===== config.mk =====
export PLATFORM = sky130hd
export DESIGN_NAME = lcg_keystream_xor_cipher_top
export DESIGN_NICKNAME = d
export VERILOG_FILES = /design/src/hdl/lcg_xc_pkg.sv /design/src/hdl/lcg_xc_addsub.sv /design/src/hdl/lcg_xc_step.sv /design/src/hdl/lcg_keystream_xor_cipher_top.sv
export SDC_FILE = /design/constraint.sdc
export NUM_CORES = 1
export LEC_CHECK = 0
export BUFFER_PORTS_ARGS = -buffer_cell sky130_fd_sc_hd__buf_2
export CORE_MARGIN = 5
export CORE_UTILIZATION = 65
export CTS_BUF_LIST = sky130_fd_sc_hd__clkbuf_4
export CTS_CLUSTER_DIAMETER = 150
export DETAILED_ROUTE_END_ITERATION = 7
export GPL_ROUTABILITY_DRIVEN = 0
export PLACE_DENSITY = 0.83
export SLEW_MARGIN = 20
export SYNTH_ARGS = -nofsm -noshare
export SYNTH_HDL_FRONTEND = slang
export SYNTH_SLANG_ARGS = --single-unit

===== constraint.sdc =====
create_clock -name clk -period 5.9 [get_ports clk]
set_clock_uncertainty 0.2 [all_clocks]
set_input_delay 0.295 -clock clk [delete_from_list [all_inputs] [get_ports clk]]
set_output_delay 0.295 -clock clk [all_outputs]
set_load 0.1 [all_outputs]

===== src/hdl/lcg_xc_pkg.sv =====
package lcg_xc_pkg;

	localparam int KEY_W     = 31;            // keystream word and register width
	localparam int PROD_W    = 2 * KEY_W;     // a*x + c always fits here
	localparam int ALU_W     = PROD_W + 1;    // shared adder width
	localparam int DIV_W     = KEY_W + 1;     // divisor, modulus zero means 2^31
	localparam int MUL_STEPS = KEY_W;         // one multiplier bit per cycle
	localparam int DIV_STEPS = PROD_W;        // one dividend bit per cycle
	localparam int CNT_W     = 6;
	localparam int CFG_IDX_W = 3;

	typedef enum logic [CFG_IDX_W-1:0] {
		REG_MULTIPLIER = 3'd0,
		REG_INCREMENT  = 3'd1,
		REG_MODULUS    = 3'd2,
		REG_SEED_VALUE = 3'd3
	} cfg_reg_t;

	typedef struct packed {
		logic [7:0] plain_byte;
		logic       start_of_message;
		logic       last_byte;
	} in_item_t;

	typedef struct packed {
		logic [7:0] cipher_byte;
		logic       end_of_message;
	} out_item_t;

	// status of the next-word unit
	typedef struct packed {
		logic busy;
		logic done;
	} step_stat_t;

endpackage


===== src/hdl/lcg_xc_addsub.sv =====
module lcg_xc_addsub (
	input  logic [lcg_xc_pkg::ALU_W-1:0] op_a,
	input  logic [lcg_xc_pkg::ALU_W-1:0] op_b,
	input  logic                         sub,
	output logic [lcg_xc_pkg::ALU_W-1:0] sum,
	output logic                         cout
);

	logic [lcg_xc_pkg::ALU_W-1:0] b_eff;

	assign b_eff = sub ? ~op_b : op_b;
	assign {cout, sum} = {1'b0, op_a} + {1'b0, b_eff} + (lcg_xc_pkg::ALU_W + 1)'(sub);

endmodule


===== src/hdl/lcg_xc_step.sv =====
module lcg_xc_step (
	input  logic                          clk,
	input  logic                          arst_n,
	input  logic                          go,
	input  logic [lcg_xc_pkg::KEY_W-1:0]  x_in,
	input  logic [lcg_xc_pkg::KEY_W-1:0]  multiplier,
	input  logic [lcg_xc_pkg::KEY_W-1:0]  increment,
	input  logic [lcg_xc_pkg::KEY_W-1:0]  modulus,
	output lcg_xc_pkg::step_stat_t        stat,
	output logic [lcg_xc_pkg::KEY_W-1:0]  word
);

	typedef enum logic [1:0] {
		ST_IDLE,
		ST_MUL,
		ST_DIV
	} state_t;

	state_t                           state_q;
	logic [lcg_xc_pkg::PROD_W-1:0]    acc_q;
	logic [lcg_xc_pkg::PROD_W-1:0]    mcand_q;
	logic [lcg_xc_pkg::KEY_W-1:0]     mplier_q;
	logic [lcg_xc_pkg::KEY_W-1:0]     rem_q;
	logic [lcg_xc_pkg::CNT_W-1:0]     cnt_q;

	logic [lcg_xc_pkg::DIV_W-1:0]     divisor;
	logic [lcg_xc_pkg::ALU_W-1:0]     op_a;
	logic [lcg_xc_pkg::ALU_W-1:0]     op_b;
	logic                             sub;
	logic [lcg_xc_pkg::ALU_W-1:0]     sum;
	logic                             cout;
	logic [lcg_xc_pkg::KEY_W-1:0]     rem_next;
	logic                             mul_last;
	logic                             div_last;

	// modulus zero reduces by 2^31
	assign divisor = {(modulus == '0), modulus};

	always_comb begin
		op_a = '0;
		op_b = '0;
		sub  = 1'b0;
		case (state_q)
			ST_MUL: begin
				op_a = {1'b0, acc_q};
				op_b = {1'b0, mcand_q};
			end
			ST_DIV: begin
				op_a = {{(lcg_xc_pkg::ALU_W - lcg_xc_pkg::KEY_W - 1){1'b0}},
					rem_q, acc_q[lcg_xc_pkg::PROD_W-1]};
				op_b = {{(lcg_xc_pkg::ALU_W - lcg_xc_pkg::DIV_W){1'b0}}, divisor};
				sub  = 1'b1;
			end
			default: begin
			end
		endcase
	end

	lcg_xc_addsub u_addsub (
		.op_a (op_a),
		.op_b (op_b),
		.sub  (sub),
		.sum  (sum),
		.cout (cout)
	);

	// no borrow: trial remainder fits, keep the difference
	assign rem_next = cout ? sum[lcg_xc_pkg::KEY_W-1:0]
		: {rem_q[lcg_xc_pkg::KEY_W-2:0], acc_q[lcg_xc_pkg::PROD_W-1]};

	assign mul_last = (cnt_q == lcg_xc_pkg::CNT_W'(lcg_xc_pkg::MUL_STEPS - 1));
	assign div_last = (cnt_q == lcg_xc_pkg::CNT_W'(lcg_xc_pkg::DIV_STEPS - 1));

	assign word = rem_next;
	assign stat = '{busy: (state_q != ST_IDLE), done: ((state_q == ST_DIV) && div_last)};

	always_ff @(posedge clk or negedge arst_n) begin
		if (!arst_n) begin
			state_q  <= ST_IDLE;
			acc_q    <= '0;
			mcand_q  <= '0;
			mplier_q <= '0;
			rem_q    <= '0;
			cnt_q    <= '0;
		end else begin
			unique case (state_q)
				ST_IDLE: begin
					if (go) begin
						acc_q    <= {{(lcg_xc_pkg::PROD_W - lcg_xc_pkg::KEY_W){1'b0}},
							increment};
						mcand_q  <= {{(lcg_xc_pkg::PROD_W - lcg_xc_pkg::KEY_W){1'b0}},
							multiplier};
						mplier_q <= x_in;
						cnt_q    <= '0;
						state_q  <= ST_MUL;
					end
				end
				ST_MUL: begin
					if (mplier_q[0])
						acc_q <= sum[lcg_xc_pkg::PROD_W-1:0];
					mcand_q  <= mcand_q << 1;
					mplier_q <= mplier_q >> 1;
					if (mul_last) begin
						cnt_q   <= '0;
						rem_q   <= '0;
						state_q <= ST_DIV;
					end else begin
						cnt_q <= cnt_q + 1'b1;
					end
				end
				ST_DIV: begin
					rem_q <= rem_next;
					acc_q <= acc_q << 1;
					if (div_last) begin
						cnt_q   <= '0;
						state_q <= ST_IDLE;
					end else begin
						cnt_q <= cnt_q + 1'b1;
					end
				end
				default: state_q <= ST_IDLE;
			endcase
		end
	end

endmodule


===== src/hdl/lcg_keystream_xor_cipher_top.sv =====
// Output: each result is registered, shown in the cycle after its input.
// Throughput: bytes that do not close a keystream word go at one per cycle
// while results are taken downstream; the byte that closes a word starts
// the next-word unit, which holds ready low while it runs 31 multiply steps
// and then 62 remainder steps on one adder.
// Reset: registers take their defaults, keystream restarts at word 0, byte 0.
module lcg_keystream_xor_cipher_top #(
	parameter int WORD_BYTES = 4
) (
	input  logic                               clk,
	input  logic                               arst_n,
	// input byte channel
	input  logic                               in_valid,
	output logic                               in_ready,
	input  lcg_xc_pkg::in_item_t               in_data,
	// result channel
	output logic                               out_valid,
	input  logic                               out_ready,
	output lcg_xc_pkg::out_item_t              out_data,
	// configuration writes
	input  logic                               cfg_we,
	input  logic [lcg_xc_pkg::CFG_IDX_W-1:0]   cfg_index,
	input  logic [lcg_xc_pkg::KEY_W-1:0]       cfg_wdata
);

	localparam int POS_W = (WORD_BYTES > 1) ? $clog2(WORD_BYTES) : 1;

	// configuration registers
	logic [lcg_xc_pkg::KEY_W-1:0] mult_q;
	logic [lcg_xc_pkg::KEY_W-1:0] incr_q;
	logic [lcg_xc_pkg::KEY_W-1:0] mod_q;
	logic [lcg_xc_pkg::KEY_W-1:0] seed_q;

	// keystream state
	logic [lcg_xc_pkg::KEY_W-1:0] key_q;
	logic [POS_W-1:0]             pos_q;

	// output register
	logic                         out_valid_q;
	lcg_xc_pkg::out_item_t        out_q;

	logic                         in_xfer;
	logic [lcg_xc_pkg::KEY_W-1:0] cur_key;
	logic [POS_W-1:0]             cur_pos;
	logic                         wrap;
	logic [7:0]                   kbyte;
	lcg_xc_pkg::step_stat_t       step_stat;
	logic [lcg_xc_pkg::KEY_W-1:0] step_word;

	// Ready drops while the next word is being worked out, and while a
	// result is still waiting downstream with no take this cycle.
	assign in_ready = !step_stat.busy && (!out_valid_q || out_ready);
	assign in_xfer  = in_valid && in_ready;

	// Start of message reloads the seed (unreduced) at byte zero.
	assign cur_key = in_data.start_of_message ? seed_q : key_q;
	assign cur_pos = in_data.start_of_message ? '0 : pos_q;
	assign wrap    = (cur_pos == POS_W'(WORD_BYTES - 1));

	// Little-endian byte pick; positions past the fourth shift out to zero.
	assign kbyte = 8'({1'b0, cur_key} >> {cur_pos, 3'b000});

	lcg_xc_step u_step (
		.clk        (clk),
		.arst_n     (arst_n),
		.go         (in_xfer && wrap),
		.x_in       (cur_key),
		.multiplier (mult_q),
		.increment  (incr_q),
		.modulus    (mod_q),
		.stat       (step_stat),
		.word       (step_word)
	);

	// Configuration port: out-of-range indexes are dropped.
	always_ff @(posedge clk or negedge arst_n) begin
		if (!arst_n) begin
			mult_q <= lcg_xc_pkg::KEY_W'(1);
			incr_q <= '0;
			mod_q  <= lcg_xc_pkg::KEY_W'(2147483647);
			seed_q <= '0;
		end else if (cfg_we) begin
			unique case (cfg_index)
				lcg_xc_pkg::REG_MULTIPLIER: mult_q <= cfg_wdata;
				lcg_xc_pkg::REG_INCREMENT:  incr_q <= cfg_wdata;
				lcg_xc_pkg::REG_MODULUS:    mod_q  <= cfg_wdata;
				lcg_xc_pkg::REG_SEED_VALUE: seed_q <= cfg_wdata;
				default: begin
				end
			endcase
		end
	end

	// Keystream state. The unit returns the new word on the edge it
	// finishes, so the word is in place before ready rises again.
	always_ff @(posedge clk or negedge arst_n) begin
		if (!arst_n) begin
			key_q <= '0;
			pos_q <= '0;
		end else begin
			if (step_stat.done)
				key_q <= step_word;
			else if (in_xfer)
				key_q <= cur_key;
			if (in_xfer)
				pos_q <= wrap ? '0 : cur_pos + 1'b1;
		end
	end

	// Output register: holds a result until the downstream transaction.
	always_ff @(posedge clk or negedge arst_n) begin
		if (!arst_n) begin
			out_valid_q <= 1'b0;
		end else if (in_xfer) begin
			out_valid_q <= 1'b1;
		end else if (out_ready) begin
			out_valid_q <= 1'b0;
		end
	end

	always_ff @(posedge clk) begin
		if (in_xfer) begin
			out_q.cipher_byte    <= in_data.plain_byte ^ kbyte;
			out_q.end_of_message <= in_data.last_byte;
		end
	end

	assign out_valid = out_valid_q;
	assign out_data  = out_q;

endmodule


==> flow_summary.toml <==
[synth]
synth_top_family_by_area = "compound AO/OA/AOI/OAI gates"
synthFlopType = "dfrtp_1"
synth_enable_flop_cells = 9
synth_mux_area_frac = 0.113
yosysMostFrequentCell = "dfrtp_1"
synth_async_sr_flop_share = 0.975
synth.top_cell.area_share = 0.375
yosys.area.top_type = "dfrtp_1"
synth_cells = 2203
yosysSeqAreaShare = 0.427
synth_cell_types = 91
synth-xor-area-share = 0.0402
synth_area_um2 = 21400
ys_warn_count = 0
syn_avg_cell_area_um2 = 9.70
synth_fa_ha_area_frac = 0.0419
synth_seq_cells = 361
synth_compound_area_frac = 0.220
synthTopCellsByCount = "320 x dfrtp_1, 260 x nand2_1, 166 x o21ai_0"
syn_nets = 2323
synthSimpleGateAreaFrac = 0.124
synth_top_cells_by_area = "dfrtp_1 37%, mux2_2 7.7%, nand2_1 4.6%"

[placement]
pre_cts_slack_ns = 0.560
port_buffers = 59
dp_hpwl_um = 40000
placed_cells = 2580
placed_area_um2 = 22000

[clocking]
root_buffer = "clkbuf_4"
cts_buffer_depth = 3
clkLatencyLatePin_ns = 0.86
clk_pin_slew_ns = 0.10
htree_num_levels = 3
cts_made_buffers = 93
cts_tree = "built"
cts.sinks = 361
cts_resized = 0

[worst_setup_path]
crit_top_cell = "buf_4"
endpoint_kind = "flip-flop"
worstPathCellList = "inv_1 -> ha_2 -> clkinv_1 -> buf_4 -> nor2_4 -> buf_4 -> buf_4 -> a22o_1 -> ha_1 -> a21oi_1 -> o21ai_0 -> a31oi_4 -> o311ai_4 -> nand3_2 -> a31oi_4 -> o21ai_4 -> mux2i_1 -> o21ai_0"
worst_ep_required_time_ns = 6.34
cp.arrival_ns = 5.99
critPathSlowestCell = "o21ai_4"
setup.worst_path.class = "flip-flop to flip-flop"
crit_path_max_fanout = 36
slowest_delay_ns = 0.61
critPathBufInv = 5
critPathTopFamily = "compound AO/OA/AOI/OAI gates"
crit_path_start_kind = "flip-flop"

[grt]
grtUsageTotal = 0.342
overflow = 0
grt_max_degree = 152
antenna_found_initial = 2
grt_pass1_vias = 18865
grt_pass1_wl_um = 101000

[sta]
worstMarginPinSlew_ns = 0.993
relSlewSlack = 0.338
whs_ns = 0.0429
final_max_slew_viol_count = 0
clock.fmax_mhz = 180
min_period_ns = 5.55
finalCritPeriodShare = 0.940
fin_setup_tns_ns = 0
finalHoldViolations = 0
rsz0062_at_grt = "no"
setup_ws_ns = 0.354
setup_violations = 0

[layout]
stdcell_area_um2 = 23800
nets = 2400
finalCoreUtilization = 0.730
area_growth_pct = 11.1
final_cells = 2804
drive_gt1_frac = 0.206

[pwr]
power.switching_mw = 3.61
power.internal_mw = 5.44
power.total_mw = 9.04
power_density_nw_per_um2 = 381
swShare = 0.399
p_leak_nw = 11.0
clkPwrFrac = 0.248
comb_power_share = 0.338
peakVddDrop_v = 0.000463
p_seq_frac = 0.414

[detailed_routing]
first_iter_violations = 2261
first_pass_iters = 6
route.detailed.drc = 0
post_drt_wl_per_cell_um = 22.1
via_per_inst = 6.69
num_vias = 18754
wirelength_um = 61900
ant_nets = 0

[die]
rows = 66
core_area_um2 = 32500
die_h_um = 191
die_area_um2 = 36600
start_util = 0.657
dieWidth_um = 191
ios = 60

[job]
drv_cap = 0

[worst_hold_path]
min_path_type = "primary input to flip-flop"

[outcome]
outcome = "complete, no violations"
[cell families after synthesis]
group,after synthesis
compound gates,705
xor+xnor,98
mux,222
flops,361
simple gates,560
buf+inv,186
fa+ha+maj,71
[power groups by stage]
stage	logic [mW]	registers, mW	clock network (mW)
detailed placement	2.92	3.72	0
floorplan	1.97	3.77	0
global route	3.32	3.79	2.40
CTS	2.97	3.69	2.24
finish	3.06	3.74	2.24
global placement	2.80	3.68	0
[cell usage in the layout (no fill, tap or decap), types with 63 or more instances in the layout]
master / count
dfrtp_1: 320
nand2_1: 257
a22o_1: 92
xnor2_1: 63
mux2_2: 147
ha_1: 67
mux2i_1: 75
clkbuf_4: 148
o21ai_0: 165
a21oi_1: 148
nor2_1: 96
[worst reg2reg max path, stage by stage, from the launching register on]
cell and delay [ns]:
dfrtp_1 0.49, inv_1 0.14, ha_2 0.38, clkinv_1 0.12
buf_4 0.29, nor2_4 0.15, buf_4 0.39, buf_4 0.38
a22o_1 0.19, ha_1 0.28, a21oi_1 0.15, o21ai_0 0.15
a31oi_4 0.29, o311ai_4 0.14, nand3_2 0.14, a31oi_4 0.13
o21ai_4 0.61, mux2i_1 0.59, o21ai_0 0.17
[timing repair]
item	4_1_cts	5_1_grt
hold endpoints to repair	380	0
hold buffers	47	0
buffers inserted	0	0
[sequential cells by signal, indices dropped and copies added (netlist names)]
name / cells
u_step.rem_q: 31
mod_q: 31
u_step.acc_q: 62
out_valid: 1
u_step.mcand_q: 62
mult_q: 31
key_q: 31
u_step.state_q: 2
pos_q: 2
incr_q: 31
u_step.mplier_q: 31
seed_q: 31
out_data: 9
u_step.cnt_q: 6
[metal layers]
metal,up-vias,track usage,part of all wire
li1,8262,-,-
met1,9172,0.461,0.40
met5,-,0,0
met3,215,0.0754,0.091
met4,0,0.151,0.043
met2,1105,0.537,0.46
[final timing paths]
kind,slack [ns],start,to,depth (start not counted)
min in group asynchronous,0.47,arst_n,mod_q[29]$_DFFE_PN1P_,3
setup / recovery,0.35,u_step.state_q[0]$_DFFE_PN0P_,key_q[26]$_DFFE_PN0P_,18
hold / removal,0.04,cfg_index[0],mult_q[19]$_DFFE_PN0P_,4
max in group asynchronous,4.00,arst_n,u_step.acc_q[0]$_DFFE_PN0P_,4
hold reg to reg,0.27,u_step.mcand_q[14]$_DFFE_PN0P_,u_step.mcand_q[14]$_DFFE_PN0P_,2
setup reg to reg,0.35,u_step.state_q[0]$_DFFE_PN0P_,key_q[26]$_DFFE_PN0P_,18
[final cells by class]
cell class	instances	area (um^2)
tap	442	553
clock buffer	148	1110
fill	2257	8780
sequential	361	9120
timing repair buffer	141	1130
antenna	3	7.51
inverter	27	101
clock inverter	26	113
multi-input combinational	1656	11600
Power figures use the tool's default switching activity.
